`config.mk`:
```
export PLATFORM = sky130hd
export DESIGN_NAME = camera_blob_polar_decoder
export DESIGN_NICKNAME = d
export VERILOG_FILES = /design/src/rtl/cbpd_pkg.sv /design/src/rtl/cbpd_sub.sv /design/src/rtl/cbpd_parser.sv /design/src/rtl/cbpd_polar.sv /design/src/rtl/camera_blob_polar_decoder.sv
export VERILOG_INCLUDE_DIRS = /design/src /design/src/rtl
export SDC_FILE = /design/constraint.sdc
export NUM_CORES = 2
export LEC_CHECK = 0
export ABC_AREA = 1
export BUFFER_PORTS_ARGS = -buffer_cell sky130_fd_sc_hd__clkbuf_2
export CORE_ASPECT_RATIO = 0.9
export CORE_MARGIN = 4
export CORE_UTILIZATION = 29
export CTS_CLUSTER_SIZE = 10
export DETAILED_ROUTE_END_ITERATION = 7
export PLACE_DENSITY_LB_ADDON = 0.2
export SLEW_MARGIN = 20
export SYNTH_ARGS = -nofsm -noshare
export SYNTH_HDL_FRONTEND = slang
export SYNTH_SLANG_ARGS = --single-unit
```
`constraint.sdc`:
```
create_clock -name i_clk -period 9.8 [get_ports i_clk]
set_input_delay 1.96 -clock i_clk [delete_from_list [all_inputs] [get_ports i_clk]]
set_output_delay 1.96 -clock i_clk [all_outputs]
set_load 0.02 [all_outputs]
```
`src/rtl/assert_macros.svh`:
```
// ---------------------------------------------------------------------------
// assert_macros.svh
// shared concurrent assertion macros for the blob decoder
// ---------------------------------------------------------------------------
`ifndef ASSERT_MACROS_SVH
`define ASSERT_MACROS_SVH

// property must hold at every clock edge out of reset
`define CBPD_ASSERT(label, clk, rst_n, prop, msg) \
    label: assert property (@(posedge clk) disable iff (!rst_n) prop) else $error(msg);

// condition must never be seen at a clock edge out of reset
`define CBPD_ASSERT_NEVER(label, clk, rst_n, cond, msg) \
    label: assert property (@(posedge clk) disable iff (!rst_n) !(cond)) else $error(msg);

`endif

```
`src/rtl/cbpd_pkg.sv`:
```
// ---------------------------------------------------------------------------
// cbpd_pkg
// types, constants and the bearing boundary table of the blob decoder
// ---------------------------------------------------------------------------
package cbpd_pkg;

    // frame layout
    localparam int FRAME_LENGTH = 11;
    localparam int IDX_W        = 5;
    localparam int NUM_FIELDS   = 9;
    localparam int NUM_OBJ      = 3;
    localparam logic [IDX_W-1:0] IDX_LAST = IDX_W'(FRAME_LENGTH - 1);

    // configuration port
    localparam int APB_ADDR_W = 4;
    localparam int APB_DATA_W = 32;
    localparam logic [1:0] REG_BEGIN    = 2'd0;
    localparam logic [1:0] REG_CENTRE_X = 2'd1;
    localparam logic [1:0] REG_CENTRE_Y = 2'd2;
    localparam logic [7:0] BEGIN_RESET    = 8'd11;
    localparam logic [7:0] CENTRE_X_RESET = 8'd80;
    localparam logic [7:0] CENTRE_Y_RESET = 8'd60;

    // angle arithmetic
    localparam int ANGLE_OFFSET = 450;
    localparam int FULL_TURN    = 360;
    localparam int HALF_TURN    = 180;
    localparam int QUARTER_TURN = 90;
    localparam int NUM_BOUNDS   = 45;
    localparam int BOUND_W      = 6;
    localparam int TAN_W        = 48;
    localparam int SUB_W        = TAN_W + 8;

    // square root
    localparam int SQ_W = 17;

    // output field widths
    localparam int ANGLE_W = 9;
    localparam int DIST_W  = 9;

    typedef logic [NUM_FIELDS-1:0][7:0] t_fields;

    typedef struct packed {
        logic    start;
        logic    last;
        t_fields fields;
    } t_frame;

    typedef struct packed {
        logic [7:0]         found;
        logic [ANGLE_W-1:0] angle;
        logic [DIST_W-1:0]  distance;
    } t_obj_result;

    typedef struct packed {
        logic                            done;
        logic                            busy;
        t_obj_result [NUM_OBJ-1:0]       result;
    } t_polar_status;

    // tan of the half-degree boundaries, unsigned q48, built at elaboration
    typedef logic [NUM_BOUNDS-1:0][TAN_W-1:0] t_tan_rom;

    localparam logic [63:0] PI_Q62       = 64'hC90FDAA22168C235;
    localparam logic [63:0] HALF_DEG_Q62 = PI_Q62 / 360;
    localparam logic [63:0] ONE_Q62      = 64'h1 << 62;
    localparam int SERIES_TERMS = 14;
    localparam logic [SERIES_TERMS-1:0][15:0] SIN_DIV = {
        16'd812, 16'd702, 16'd600, 16'd506, 16'd420, 16'd342, 16'd272,
        16'd210, 16'd156, 16'd110, 16'd72, 16'd42, 16'd20, 16'd6};
    localparam logic [SERIES_TERMS-1:0][15:0] COS_DIV = {
        16'd756, 16'd650, 16'd552, 16'd462, 16'd380, 16'd306, 16'd240,
        16'd182, 16'd132, 16'd90, 16'd56, 16'd30, 16'd12, 16'd2};

    // (a * b) >> 62 in q62
    function automatic logic [63:0] f_mul_q62(input logic [63:0] a, input logic [63:0] b);
        logic [127:0] p;
        p = {64'b0, a} * {64'b0, b};
        return p[125:62];
    endfunction

    function automatic t_tan_rom f_build_tan_rom();
        t_tan_rom    rom;
        logic [63:0] th, t2, term, pos, neg, s, c, rem, q;
        rom = '0;
        for (int k = 0; k < NUM_BOUNDS; k++) begin
            th = 64'(HALF_DEG_Q62 * 64'(2 * k + 1));
            t2 = f_mul_q62(th, th);
            // sine series
            term = th;
            pos  = th;
            neg  = '0;
            for (int n = 0; n < SERIES_TERMS; n++) begin
                term = f_mul_q62(term, t2) / 64'(SIN_DIV[n]);
                if ((n % 2) == 0) neg = neg + term;
                else pos = pos + term;
            end
            s = pos - neg;
            // cosine series
            term = ONE_Q62;
            pos  = ONE_Q62;
            neg  = '0;
            for (int n = 0; n < SERIES_TERMS; n++) begin
                term = f_mul_q62(term, t2) / 64'(COS_DIV[n]);
                if ((n % 2) == 0) neg = neg + term;
                else pos = pos + term;
            end
            c = pos - neg;
            // restoring division s / c
            rem = s;
            q   = '0;
            for (int i = 0; i < 62; i++) begin
                rem = rem << 1;
                q   = q << 1;
                if (rem >= c) begin
                    rem = rem - c;
                    q   = q | 64'h1;
                end
            end
            rom[k] = TAN_W'((q + (64'h1 << 13)) >> 14);
        end
        return rom;
    endfunction

    localparam t_tan_rom TAN_ROM = f_build_tan_rom();

endpackage

```
`src/rtl/cbpd_sub.sv`:
```
// ---------------------------------------------------------------------------
// cbpd_sub
// shared subtract and compare unit for the bearing search and square root
// ---------------------------------------------------------------------------
module cbpd_sub (
    input  logic [cbpd_pkg::SUB_W-1:0] i_a,
    input  logic [cbpd_pkg::SUB_W-1:0] i_b,
    output logic [cbpd_pkg::SUB_W-1:0] o_diff,
    output logic                       o_borrow
);

    logic [cbpd_pkg::SUB_W:0] diff_full;

    // borrow is high when a < b
    assign diff_full = {1'b0, i_a} - {1'b0, i_b};
    assign o_diff    = diff_full[cbpd_pkg::SUB_W-1:0];
    assign o_borrow  = diff_full[cbpd_pkg::SUB_W];

endmodule

```
`src/rtl/cbpd_parser.sv`:
```
// ---------------------------------------------------------------------------
// cbpd_parser
// hunts for the double begin byte and collects the frame fields
// ---------------------------------------------------------------------------
module cbpd_parser (
    input  logic                 i_clk,
    input  logic                 i_rst_n,
    input  logic                 i_accept,
    input  logic [7:0]           i_byte,
    input  logic [7:0]           i_begin_marker,
    output cbpd_pkg::t_frame     o_frame
);

    typedef enum logic [2:0] {
        PH_HUNT    = 3'b001,
        PH_ONE     = 3'b010,
        PH_COLLECT = 3'b100
    } t_phase;

    t_phase                       r_phase;
    logic [cbpd_pkg::IDX_W-1:0]   r_idx;
    logic                         r_start;
    cbpd_pkg::t_fields            r_fields;
    logic                         is_begin;
    logic                         is_last;

    assign is_begin = (i_byte == i_begin_marker);
    assign is_last  = (r_phase == PH_COLLECT) && (r_idx == cbpd_pkg::IDX_LAST);

    // phase and index sequencing
    always_ff @(posedge i_clk) begin
        if (!i_rst_n) begin
            r_phase <= PH_HUNT;
            r_idx   <= '0;
            r_start <= 1'b0;
        end else begin
            r_start <= 1'b0;
            if (i_accept) begin
                unique case (r_phase)
                    PH_ONE: begin
                        if (is_begin) begin
                            r_phase <= PH_COLLECT;
                            r_idx   <= cbpd_pkg::IDX_W'(1);
                        end else begin
                            r_phase <= PH_HUNT;
                        end
                    end
                    PH_COLLECT: begin
                        if (is_last) begin
                            r_phase <= PH_HUNT;
                            r_idx   <= '0;
                            r_start <= 1'b1;
                        end else begin
                            r_idx <= r_idx + cbpd_pkg::IDX_W'(1);
                        end
                    end
                    default: begin
                        r_phase <= is_begin ? PH_ONE : PH_HUNT;
                    end
                endcase
            end
        end
    end

    // field capture, bytes one to nine of the frame
    always_ff @(posedge i_clk) begin
        for (int j = 0; j < cbpd_pkg::NUM_FIELDS; j++) begin
            if (i_accept && (r_phase == PH_COLLECT) && (r_idx == cbpd_pkg::IDX_W'(j + 1))) begin
                r_fields[j] <= i_byte;
            end
        end
    end

    assign o_frame.start  = r_start;
    assign o_frame.last   = is_last;
    assign o_frame.fields = r_fields;

endmodule

```
`src/rtl/cbpd_polar.sv`:
```
// ---------------------------------------------------------------------------
// cbpd_polar
// sequencer converting three objects to bearing and distance in turn
// ---------------------------------------------------------------------------
`include "assert_macros.svh"

module cbpd_polar (
    input  logic                    i_clk,
    input  logic                    i_rst_n,
    input  cbpd_pkg::t_frame        i_frame,
    input  logic [7:0]              i_centre_x,
    input  logic [7:0]              i_centre_y,
    output cbpd_pkg::t_polar_status o_status
);

    typedef enum logic [6:0] {
        S_IDLE = 7'b0000001,
        S_LOAD = 7'b0000010,
        S_PREP = 7'b0000100,
        S_MUL  = 7'b0001000,
        S_CMP  = 7'b0010000,
        S_SQRT = 7'b0100000,
        S_FIN  = 7'b1000000
    } t_state;

    t_state                                    r_state;
    logic [1:0]                                r_obj;
    cbpd_pkg::t_fields                         r_fld;
    logic [7:0]                                r_ax, r_ay;
    logic                                      r_xneg, r_yneg, r_zero, r_swap;
    logic [7:0]                                r_num, r_den;
    logic [cbpd_pkg::BOUND_W-1:0]              r_lo, r_hi, r_mid;
    logic [cbpd_pkg::SUB_W-1:0]                r_prod;
    logic [cbpd_pkg::SQ_W-1:0]                 r_v, r_res, r_bit;
    cbpd_pkg::t_obj_result [cbpd_pkg::NUM_OBJ-1:0] r_result;
    logic                                      r_done;

    logic [8:0]                       dx, dy;
    logic [cbpd_pkg::BOUND_W:0]       mid_sum;
    logic [cbpd_pkg::BOUND_W-1:0]     mid;
    logic [cbpd_pkg::SQ_W:0]          sqrt_trial;
    logic [cbpd_pkg::SUB_W-1:0]       sub_a, sub_b, sub_diff;
    logic                             sub_borrow;
    logic [cbpd_pkg::BOUND_W-1:0]     lo_next, hi_next;
    logic [6:0]                       phi;
    logic [7:0]                       rr;
    logic [9:0]                       raw_ang, wrap_ang;
    logic [cbpd_pkg::ANGLE_W-1:0]     fin_angle;

    // centred coordinates of the object at the head of the field line
    assign dx = {1'b0, r_fld[1]} - {1'b0, i_centre_x};
    assign dy = {1'b0, r_fld[2]} - {1'b0, i_centre_y};

    // midpoint of the boundary search
    assign mid_sum = {1'b0, r_lo} + {1'b0, r_hi};
    assign mid     = mid_sum[cbpd_pkg::BOUND_W:1];

    assign sqrt_trial = {1'b0, r_res} + {1'b0, r_bit};

    // operand selection for the shared unit
    always_comb begin
        if (r_state == S_CMP) begin
            sub_a = r_prod;
            sub_b = {r_num, {cbpd_pkg::TAN_W{1'b0}}};
        end else begin
            sub_a = cbpd_pkg::SUB_W'(r_v);
            sub_b = cbpd_pkg::SUB_W'(sqrt_trial);
        end
    end

    cbpd_sub u_sub (
        .i_a      (sub_a),
        .i_b      (sub_b),
        .o_diff   (sub_diff),
        .o_borrow (sub_borrow)
    );

    // boundary below the ratio when the product is the smaller
    assign lo_next = sub_borrow ? (r_mid + cbpd_pkg::BOUND_W'(1)) : r_lo;
    assign hi_next = sub_borrow ? r_hi : r_mid;

    // fold the first-octant count back into a bearing
    always_comb begin
        phi = r_swap ? (7'(cbpd_pkg::QUARTER_TURN) - {1'b0, r_lo}) : {1'b0, r_lo};
        rr  = r_xneg ? (8'(cbpd_pkg::HALF_TURN) - {1'b0, phi}) : {1'b0, phi};
        raw_ang = r_yneg ? (10'(cbpd_pkg::ANGLE_OFFSET) + {2'b0, rr})
                         : (10'(cbpd_pkg::ANGLE_OFFSET) - {2'b0, rr});
        wrap_ang = (raw_ang >= 10'(cbpd_pkg::FULL_TURN)) ?
                   (raw_ang - 10'(cbpd_pkg::FULL_TURN)) : raw_ang;
        fin_angle = r_zero ? cbpd_pkg::ANGLE_W'(cbpd_pkg::QUARTER_TURN)
                           : wrap_ang[cbpd_pkg::ANGLE_W-1:0];
    end

    // sequencer
    always_ff @(posedge i_clk) begin
        if (!i_rst_n) begin
            r_state <= S_IDLE;
            r_obj   <= '0;
            r_done  <= 1'b0;
        end else begin
            r_done <= 1'b0;
            unique case (r_state)
                S_IDLE: begin
                    if (i_frame.start) begin
                        r_obj   <= '0;
                        r_state <= S_LOAD;
                    end
                end
                S_LOAD: r_state <= S_PREP;
                S_PREP: r_state <= ((r_ax == 8'd0) && (r_ay == 8'd0)) ? S_FIN : S_MUL;
                S_MUL:  r_state <= S_CMP;
                S_CMP:  r_state <= (lo_next == hi_next) ? S_SQRT : S_MUL;
                S_SQRT: begin
                    if (r_bit == cbpd_pkg::SQ_W'(1)) begin
                        r_state <= S_FIN;
                    end
                end
                S_FIN: begin
                    if (r_obj == 2'(cbpd_pkg::NUM_OBJ - 1)) begin
                        r_done  <= 1'b1;
                        r_state <= S_IDLE;
                    end else begin
                        r_obj   <= r_obj + 2'd1;
                        r_state <= S_LOAD;
                    end
                end
                default: r_state <= S_IDLE;
            endcase
        end
    end

    // datapath
    always_ff @(posedge i_clk) begin
        case (r_state)
            S_IDLE: begin
                if (i_frame.start) begin
                    r_fld <= i_frame.fields;
                end
            end
            S_LOAD: begin
                r_xneg <= dx[8];
                r_yneg <= dy[8];
                r_ax   <= dx[8] ? 8'(-dx) : dx[7:0];
                r_ay   <= dy[8] ? 8'(-dy) : dy[7:0];
            end
            S_PREP: begin
                r_zero <= (r_ax == 8'd0) && (r_ay == 8'd0);
                r_swap <= (r_ay > r_ax);
                r_num  <= (r_ay > r_ax) ? r_ax : r_ay;
                r_den  <= (r_ay > r_ax) ? r_ay : r_ax;
                r_v    <= {9'b0, r_ax} * {9'b0, r_ax} + {9'b0, r_ay} * {9'b0, r_ay};
                r_res  <= '0;
                r_bit  <= cbpd_pkg::SQ_W'(1) << (cbpd_pkg::SQ_W - 1);
                r_lo   <= '0;
                r_hi   <= cbpd_pkg::BOUND_W'(cbpd_pkg::NUM_BOUNDS);
            end
            S_MUL: begin
                r_mid  <= mid;
                r_prod <= {{cbpd_pkg::TAN_W{1'b0}}, r_den}
                          * cbpd_pkg::SUB_W'(cbpd_pkg::TAN_ROM[mid]);
            end
            S_CMP: begin
                r_lo <= lo_next;
                r_hi <= hi_next;
            end
            S_SQRT: begin
                if (!sub_borrow) begin
                    r_v   <= sub_diff[cbpd_pkg::SQ_W-1:0];
                    r_res <= (r_res >> 1) + r_bit;
                end else begin
                    r_res <= r_res >> 1;
                end
                r_bit <= r_bit >> 2;
            end
            S_FIN: begin
                // results shift in at the top, first object ends at the bottom
                r_result[2].found    <= r_fld[0];
                r_result[2].angle    <= fin_angle;
                r_result[2].distance <= r_res[cbpd_pkg::DIST_W-1:0];
                r_result[1]          <= r_result[2];
                r_result[0]          <= r_result[1];
                r_fld                <= r_fld >> 24;
            end
            default: begin
            end
        endcase
    end

    assign o_status.done   = r_done;
    assign o_status.busy   = (r_state != S_IDLE);
    assign o_status.result = r_result;

    `CBPD_ASSERT(a_start_idle, i_clk, i_rst_n, i_frame.start |-> (r_state == S_IDLE), "frame start while converting")
    `CBPD_ASSERT(a_search_open, i_clk, i_rst_n, (r_state == S_CMP) |-> (r_lo < r_hi), "bearing search interval closed")
    `CBPD_ASSERT(a_sqrt_bit, i_clk, i_rst_n, (r_state == S_SQRT) |-> $onehot(r_bit), "root trial bit lost")
    `CBPD_ASSERT(a_angle_range, i_clk, i_rst_n, (r_state == S_FIN) |-> (fin_angle < 9'(cbpd_pkg::FULL_TURN)), "bearing out of range")

endmodule

```
`src/rtl/camera_blob_polar_decoder.sv`:
```
// ---------------------------------------------------------------------------
// camera_blob_polar_decoder
// camera frame parser with polar conversion of three tracked objects
// ---------------------------------------------------------------------------
// Bytes are taken one at a time whenever the input is not stalled. The byte
// that ends a frame starts the conversion of the three objects, each through
// a binary search of the bearing table (up to six multiply and compare rounds)
// and a nine-step square root, all on one shared subtractor, during which the
// input is stalled. The result item sits in an output register, so further
// bytes of the next frame are taken while it waits; only the byte that would
// finish another frame is held off until it has gone.
// ---------------------------------------------------------------------------
`include "assert_macros.svh"

module camera_blob_polar_decoder (
    input  logic                                i_clk,
    input  logic                                i_rst_n,
    // byte channel
    input  logic                                i_in_valid,
    output logic                                o_in_stall,
    input  logic [7:0]                          i_rx_byte,
    // result channel
    output logic                                o_out_valid,
    input  logic                                i_out_stall,
    output logic [7:0]                          o_blue_found,
    output logic [cbpd_pkg::ANGLE_W-1:0]        o_blue_angle,
    output logic [cbpd_pkg::DIST_W-1:0]         o_blue_distance,
    output logic [7:0]                          o_yellow_found,
    output logic [cbpd_pkg::ANGLE_W-1:0]        o_yellow_angle,
    output logic [cbpd_pkg::DIST_W-1:0]         o_yellow_distance,
    output logic [7:0]                          o_ball_found,
    output logic [cbpd_pkg::ANGLE_W-1:0]        o_ball_angle,
    output logic [cbpd_pkg::DIST_W-1:0]         o_ball_distance,
    // configuration port
    input  logic                                i_psel,
    input  logic                                i_penable,
    input  logic                                i_pwrite,
    input  logic [cbpd_pkg::APB_ADDR_W-1:0]     i_paddr,
    input  logic [cbpd_pkg::APB_DATA_W-1:0]     i_pwdata,
    output logic [cbpd_pkg::APB_DATA_W-1:0]     o_prdata,
    output logic                                o_pready
);

    logic [7:0]                                    r_begin_marker;
    logic [7:0]                                    r_centre_x;
    logic [7:0]                                    r_centre_y;
    logic                                          r_out_valid;
    cbpd_pkg::t_obj_result [cbpd_pkg::NUM_OBJ-1:0] r_out;

    cbpd_pkg::t_frame        frame;
    cbpd_pkg::t_polar_status st;
    logic                    in_accept;
    logic                    out_accept;
    logic                    cfg_write;
    logic [1:0]              reg_sel;

    assign reg_sel   = i_paddr[3:2];
    assign cfg_write = i_psel && i_penable && i_pwrite;
    assign o_pready  = 1'b1;

    // configuration registers
    always_ff @(posedge i_clk) begin
        if (!i_rst_n) begin
            r_begin_marker <= cbpd_pkg::BEGIN_RESET;
            r_centre_x     <= cbpd_pkg::CENTRE_X_RESET;
            r_centre_y     <= cbpd_pkg::CENTRE_Y_RESET;
        end else if (cfg_write) begin
            unique case (reg_sel)
                cbpd_pkg::REG_BEGIN:    r_begin_marker <= i_pwdata[7:0];
                cbpd_pkg::REG_CENTRE_X: r_centre_x     <= i_pwdata[7:0];
                cbpd_pkg::REG_CENTRE_Y: r_centre_y     <= i_pwdata[7:0];
                default: begin
                end
            endcase
        end
    end

    // register read back
    always_comb begin
        unique case (reg_sel)
            cbpd_pkg::REG_BEGIN:    o_prdata = cbpd_pkg::APB_DATA_W'(r_begin_marker);
            cbpd_pkg::REG_CENTRE_X: o_prdata = cbpd_pkg::APB_DATA_W'(r_centre_x);
            cbpd_pkg::REG_CENTRE_Y: o_prdata = cbpd_pkg::APB_DATA_W'(r_centre_y);
            default:                o_prdata = '0;
        endcase
    end

    // hold bytes while converting, and the frame end while a result waits
    assign o_in_stall = frame.start || st.busy || (frame.last && r_out_valid);
    assign in_accept  = i_in_valid && !o_in_stall;
    assign out_accept = r_out_valid && !i_out_stall;

    cbpd_parser u_parser (
        .i_clk          (i_clk),
        .i_rst_n        (i_rst_n),
        .i_accept       (in_accept),
        .i_byte         (i_rx_byte),
        .i_begin_marker (r_begin_marker),
        .o_frame        (frame)
    );

    cbpd_polar u_polar (
        .i_clk      (i_clk),
        .i_rst_n    (i_rst_n),
        .i_frame    (frame),
        .i_centre_x (r_centre_x),
        .i_centre_y (r_centre_y),
        .o_status   (st)
    );

    // output register
    always_ff @(posedge i_clk) begin
        if (!i_rst_n) begin
            r_out_valid <= 1'b0;
        end else if (st.done) begin
            r_out_valid <= 1'b1;
        end else if (out_accept) begin
            r_out_valid <= 1'b0;
        end
    end

    always_ff @(posedge i_clk) begin
        if (st.done) begin
            r_out <= st.result;
        end
    end

    assign o_out_valid       = r_out_valid;
    assign o_blue_found      = r_out[0].found;
    assign o_blue_angle      = r_out[0].angle;
    assign o_blue_distance   = r_out[0].distance;
    assign o_yellow_found    = r_out[1].found;
    assign o_yellow_angle    = r_out[1].angle;
    assign o_yellow_distance = r_out[1].distance;
    assign o_ball_found      = r_out[2].found;
    assign o_ball_angle      = r_out[2].angle;
    assign o_ball_distance   = r_out[2].distance;

    `CBPD_ASSERT_NEVER(a_result_slot_free, i_clk, i_rst_n, st.done && r_out_valid, "result finished while output full")

endmodule
```
==> results.txt <==
----------------------------------------------------
[Place]
  Port bufs ... 112
  Routability congestion estimate ... 0.910
  Total placed cells including tap cells ... 6375
  Placed standard-cell area ... 0.0426 mm2
  Detailed-placement wirelength estimate ... 88.0 mm

[Worst setup path]
  Crit-path most repeated cell ... nand2_1
  Maximum single-stage delay on the critical path ... 0.53 ns
  Slowest-stage cell, CP ... inv_2
  Worst-path maximum fanout ... 30
  Category of the worst setup path launch point ... flop
  Endpoint required time on the critical path ... 10.17 ns
  Critical path start-end classification ... reg2reg
  Crit. End Element ... flop
  Worst Path Arrival ... 8.90 ns

[Routing]
  Number of DRC violations after detailed-routing iteration 0 ... 2039
  First drt pass iteration count ... 6
  Number of remaining DRC errors ... 0
  Total vias in the final route ... 30.1k
  Via count normalized by instance count ... 4.66
  Routed length per placed instance ... 17.9 um
  Post-detailed-routing wire length ... 116 mm
  Antenna Nets Post-Route ... 0

[Cells and area]
  N_diodes ... 0
  Number of fill cells in the layout ... 14.5k
  Fin cells ... 6467
  Sequential standard cell area ... 0.0145 mm2
  Finished Cell Area ... 0.0443 mm2
  Most common cell after layout, fill and taps aside ... nand2_1
  Commonest cells after routing, fill and taps aside ... nand2_1 (944), inv_1 (747), nor2_1 (583), edfxtp_1 (453), fa_1 (356)
  Synth-to-layout area growth ... 10.7%
  Combined area of the multi-input logic cells ... 0.0220 mm2
  Number of nets in the layout ... 5244
  Fraction of final layout cells sized beyond drive strength 1 ... 7.01%

[CTS]
  Maximum root-to-sink buffer count ... 3
  Deepest level of the CTS H-tree ... 2
  Post-CTS setup buffer count ... 0
  Clock Sink Count ... 497
  Clock-pin slew reported for the worst setup and hold paths after clock tree synthesis ... 0.06 ns
  Later-pin clock latency in the skew report ... 0.64 ns
  Post-CTS sizing ... 0
  CTS hold repair buffers ... 0
  CTS tree ... yes
  Clk Tree Root Cell ... clkbuf_16
  Cts bufs inserted ... 59

[Timing]
  Final period util ... 87.1%
  Max-slew violation count ... 0
  Relative max-transition margin ... 30.4%
  Total negative setup slack ... 0 ns
  Fin crit period ... 8.53 ns
  Maximum clock frequency ... 117 MHz
  Hold violation total from the final report ... 0
  Slew at the pin closest to its max-slew limit ... 1.04 ns
  RSZ-0062 raised after global routing ... false
  Setup violators final ... 0
  Worst clock skew ... 0.0319 ns

[Floorplan]
  Count of boundary I/O pins ... 164
  Site Rows ... 129
  Die Area ... 0.144 mm2
  Horizontal extent of the die ... 400 um
  Starting density of the core ... 29.2%
  Vert. Die Dim ... 360 um
  Core Footprint ... 0.137 mm2

[Global route]
  Final global-route overflow total ... 0
  Met1 routing resource usage after global routing ... 24.0%
  Largest net degree at the start of global routing ... 84
  Most Used Layer, Global Route ... met2
  Number of antenna violations at the first check in global routing ... 3
  First-pass GRT wire length ... 181 mm
  Overall fraction of global-route tracks in use ... 16.0%
  Met3 track utilization from global routing ... 2.93%
  M2 GR Usage ... 24.1%
  Vias in the first global route ... 30.2k

[Yosys]
  Fraction of post-synthesis cell area in the top cell type by area ... 34.0%
  Synthesized flop and latch total ... 497
  Cell area after technology mapping ... 0.0400 mm2
  Synth Area in Compound Gates ... 8.69%
  Share of flip-flops with an asynchronous set or reset after synthesis ... 0%
  Main combinational cell family by area after synthesis ... adder cells
  Post-Synth Adder-Cell Area ... 25.2%
  Count of flip-flops with a built-in enable after synthesis ... 453
  Most used flip-flop cell after synthesis ... edfxtp_1
  Synth unique cells ... 70
  Post-Syn Area per Cell ... 8.87 um2
  Area share of and/or/nand/nor cells after synthesis ... 18.1%
  Area contributors post-synth ... edfxtp_1 (34%), fa_1 (18%), nand2_1 (8.9%), ha_1 (7.3%), inv_1 (7.0%)
  Total number of yosys warnings ... 0
  Share of the synthesized netlist area taken by xor and xnor gates ... 2.58%
  Multiplexer share of the synthesized area ... 0.0782%
  Gate Count Post-Synth ... 4512
  Yosys top cell by area ... edfxtp_1
  Sequential area share after synthesis ... 36.2%

[Job]
  Count of maximum capacitance violations ... 0

[Power]
  Maximum ir drop on the vdd rail ... 0.000140 V
  Power Total ... 4.36 mW
  Power Density ... 98.5 mW/mm2
  Static leakage ... 20.1 nW

[Worst hold path]
  Class of the worst hold path ... reg2reg

[Run status]
  Status ... complete, no violations

----------------------------------------------------
[critical path, delay by kind of cell (launching register included)]
family                     cells  cell delay, ns
adders and majority gates      6            2.79
AOI/OAI and AO/OA              9            2.02
and+or+nand+nor               11            1.79
buffers and inverters          6            1.05
DFF                            1            0.46
xor gates and xnor gates       1            0.10
[report_power, final]
part	switching (mW)	internal, mW
Clock	0.869	1.14
Sequential	0.00220	2.29
Combinational	0.0498	0.0181
Total	0.921	3.44
[worst paths after layout]
check	startpoint	endpoint	slack [ns]	cells after the start
max	u_polar.r_lo[2]	u_polar.r_prod[44]	1.27	33
min	u_polar.o_status[22]	o_blue_found[4]	0.42	0
max reg2reg	u_polar.r_lo[2]	u_polar.r_prod[44]	1.27	33
min reg2reg	u_polar.o_status[22]	o_blue_found[4]	0.42	0
[cells by family after synthesis]
family                     Yosys count
buffers and inverters              928
other                                2
and+or+nand+nor                   1788
xor gates and xnor gates           116
muxes                                3
DFF                                497
adders and majority gates          591
AOI/OAI and AO/OA                  587
[stage by stage]
| step | hold slack, ns | utilization (%) | setup slack, ns |
|---|---|---|---|
| floorplan | 0.400 | - | 2.51 |
| CTS | 0.415 | 32.3 | 1.31 |
| finish | 0.416 | 32.3 | 1.27 |
| detailed placement | 0.405 | 31.1 | 1.34 |
| global route | 0.421 | 32.3 | 0.669 |
| global placement | 0.400 | 31.1 | 1.25 |
[Yosys cell counts (all sizes together), types with 2 or more instances]
library cell	instances
a221oi	3
fa	356
a21o	11
a32oi	2
nor3b	2
buf	60
nand4	32
nor4	12
mux2i	2
o221ai	17
o32ai	4
nand3b	14
nand2	964
o21a	5
o22ai	14
a22oi	4
xnor2	34
o221a	2
or2	11
ha	235
a21oi	211
and3	3
xor2	82
dfxtp	44
clkbuf	93
o31ai	10
nand3	119
a211oi	5
o2111ai	3
a31o	2
o211ai	34
nor2	600
inv	770
a21boi	8
a31oi	15
nor3	29
o311ai	4
edfxtp	453
conb	2
clkinv	5
o21bai	12
o21ai	218
[flip-flops by register name, summed over array words and instances (netlist names), 9 cells and up]
register and flops:
o_ball_angle 9, o_ball_distance 9, o_blue_angle 9, o_blue_distance 9
o_yellow_angle 9, o_yellow_distance 9, u_parser.o_frame 72, u_polar.o_status 78
u_polar.r_bit 9, u_polar.r_fld 72, u_polar.r_prod 56, u_polar.r_res 17
u_polar.r_v 17
[metal layers]
layer | routed length [um] | share of wire, %
met1 | 57200 | 49
met2 | 49500 | 43
met3 | 6670 | 5.8
met4 | 2150 | 1.9
met5 | 11 | 0.0095
[final cells by class]
class                           count  share of cell area, %
Inverter                          775                   6.58
Tap cell                         1834                   5.18
Clock buffer                       78                   3.54
Multi-Input combinational cell   3110                   49.6
Clock inverter                     14                  0.305
Sequential cell                   497                   32.7
Timing Repair Buffer              159                   2.09
(Power assumes the default switching activity.)
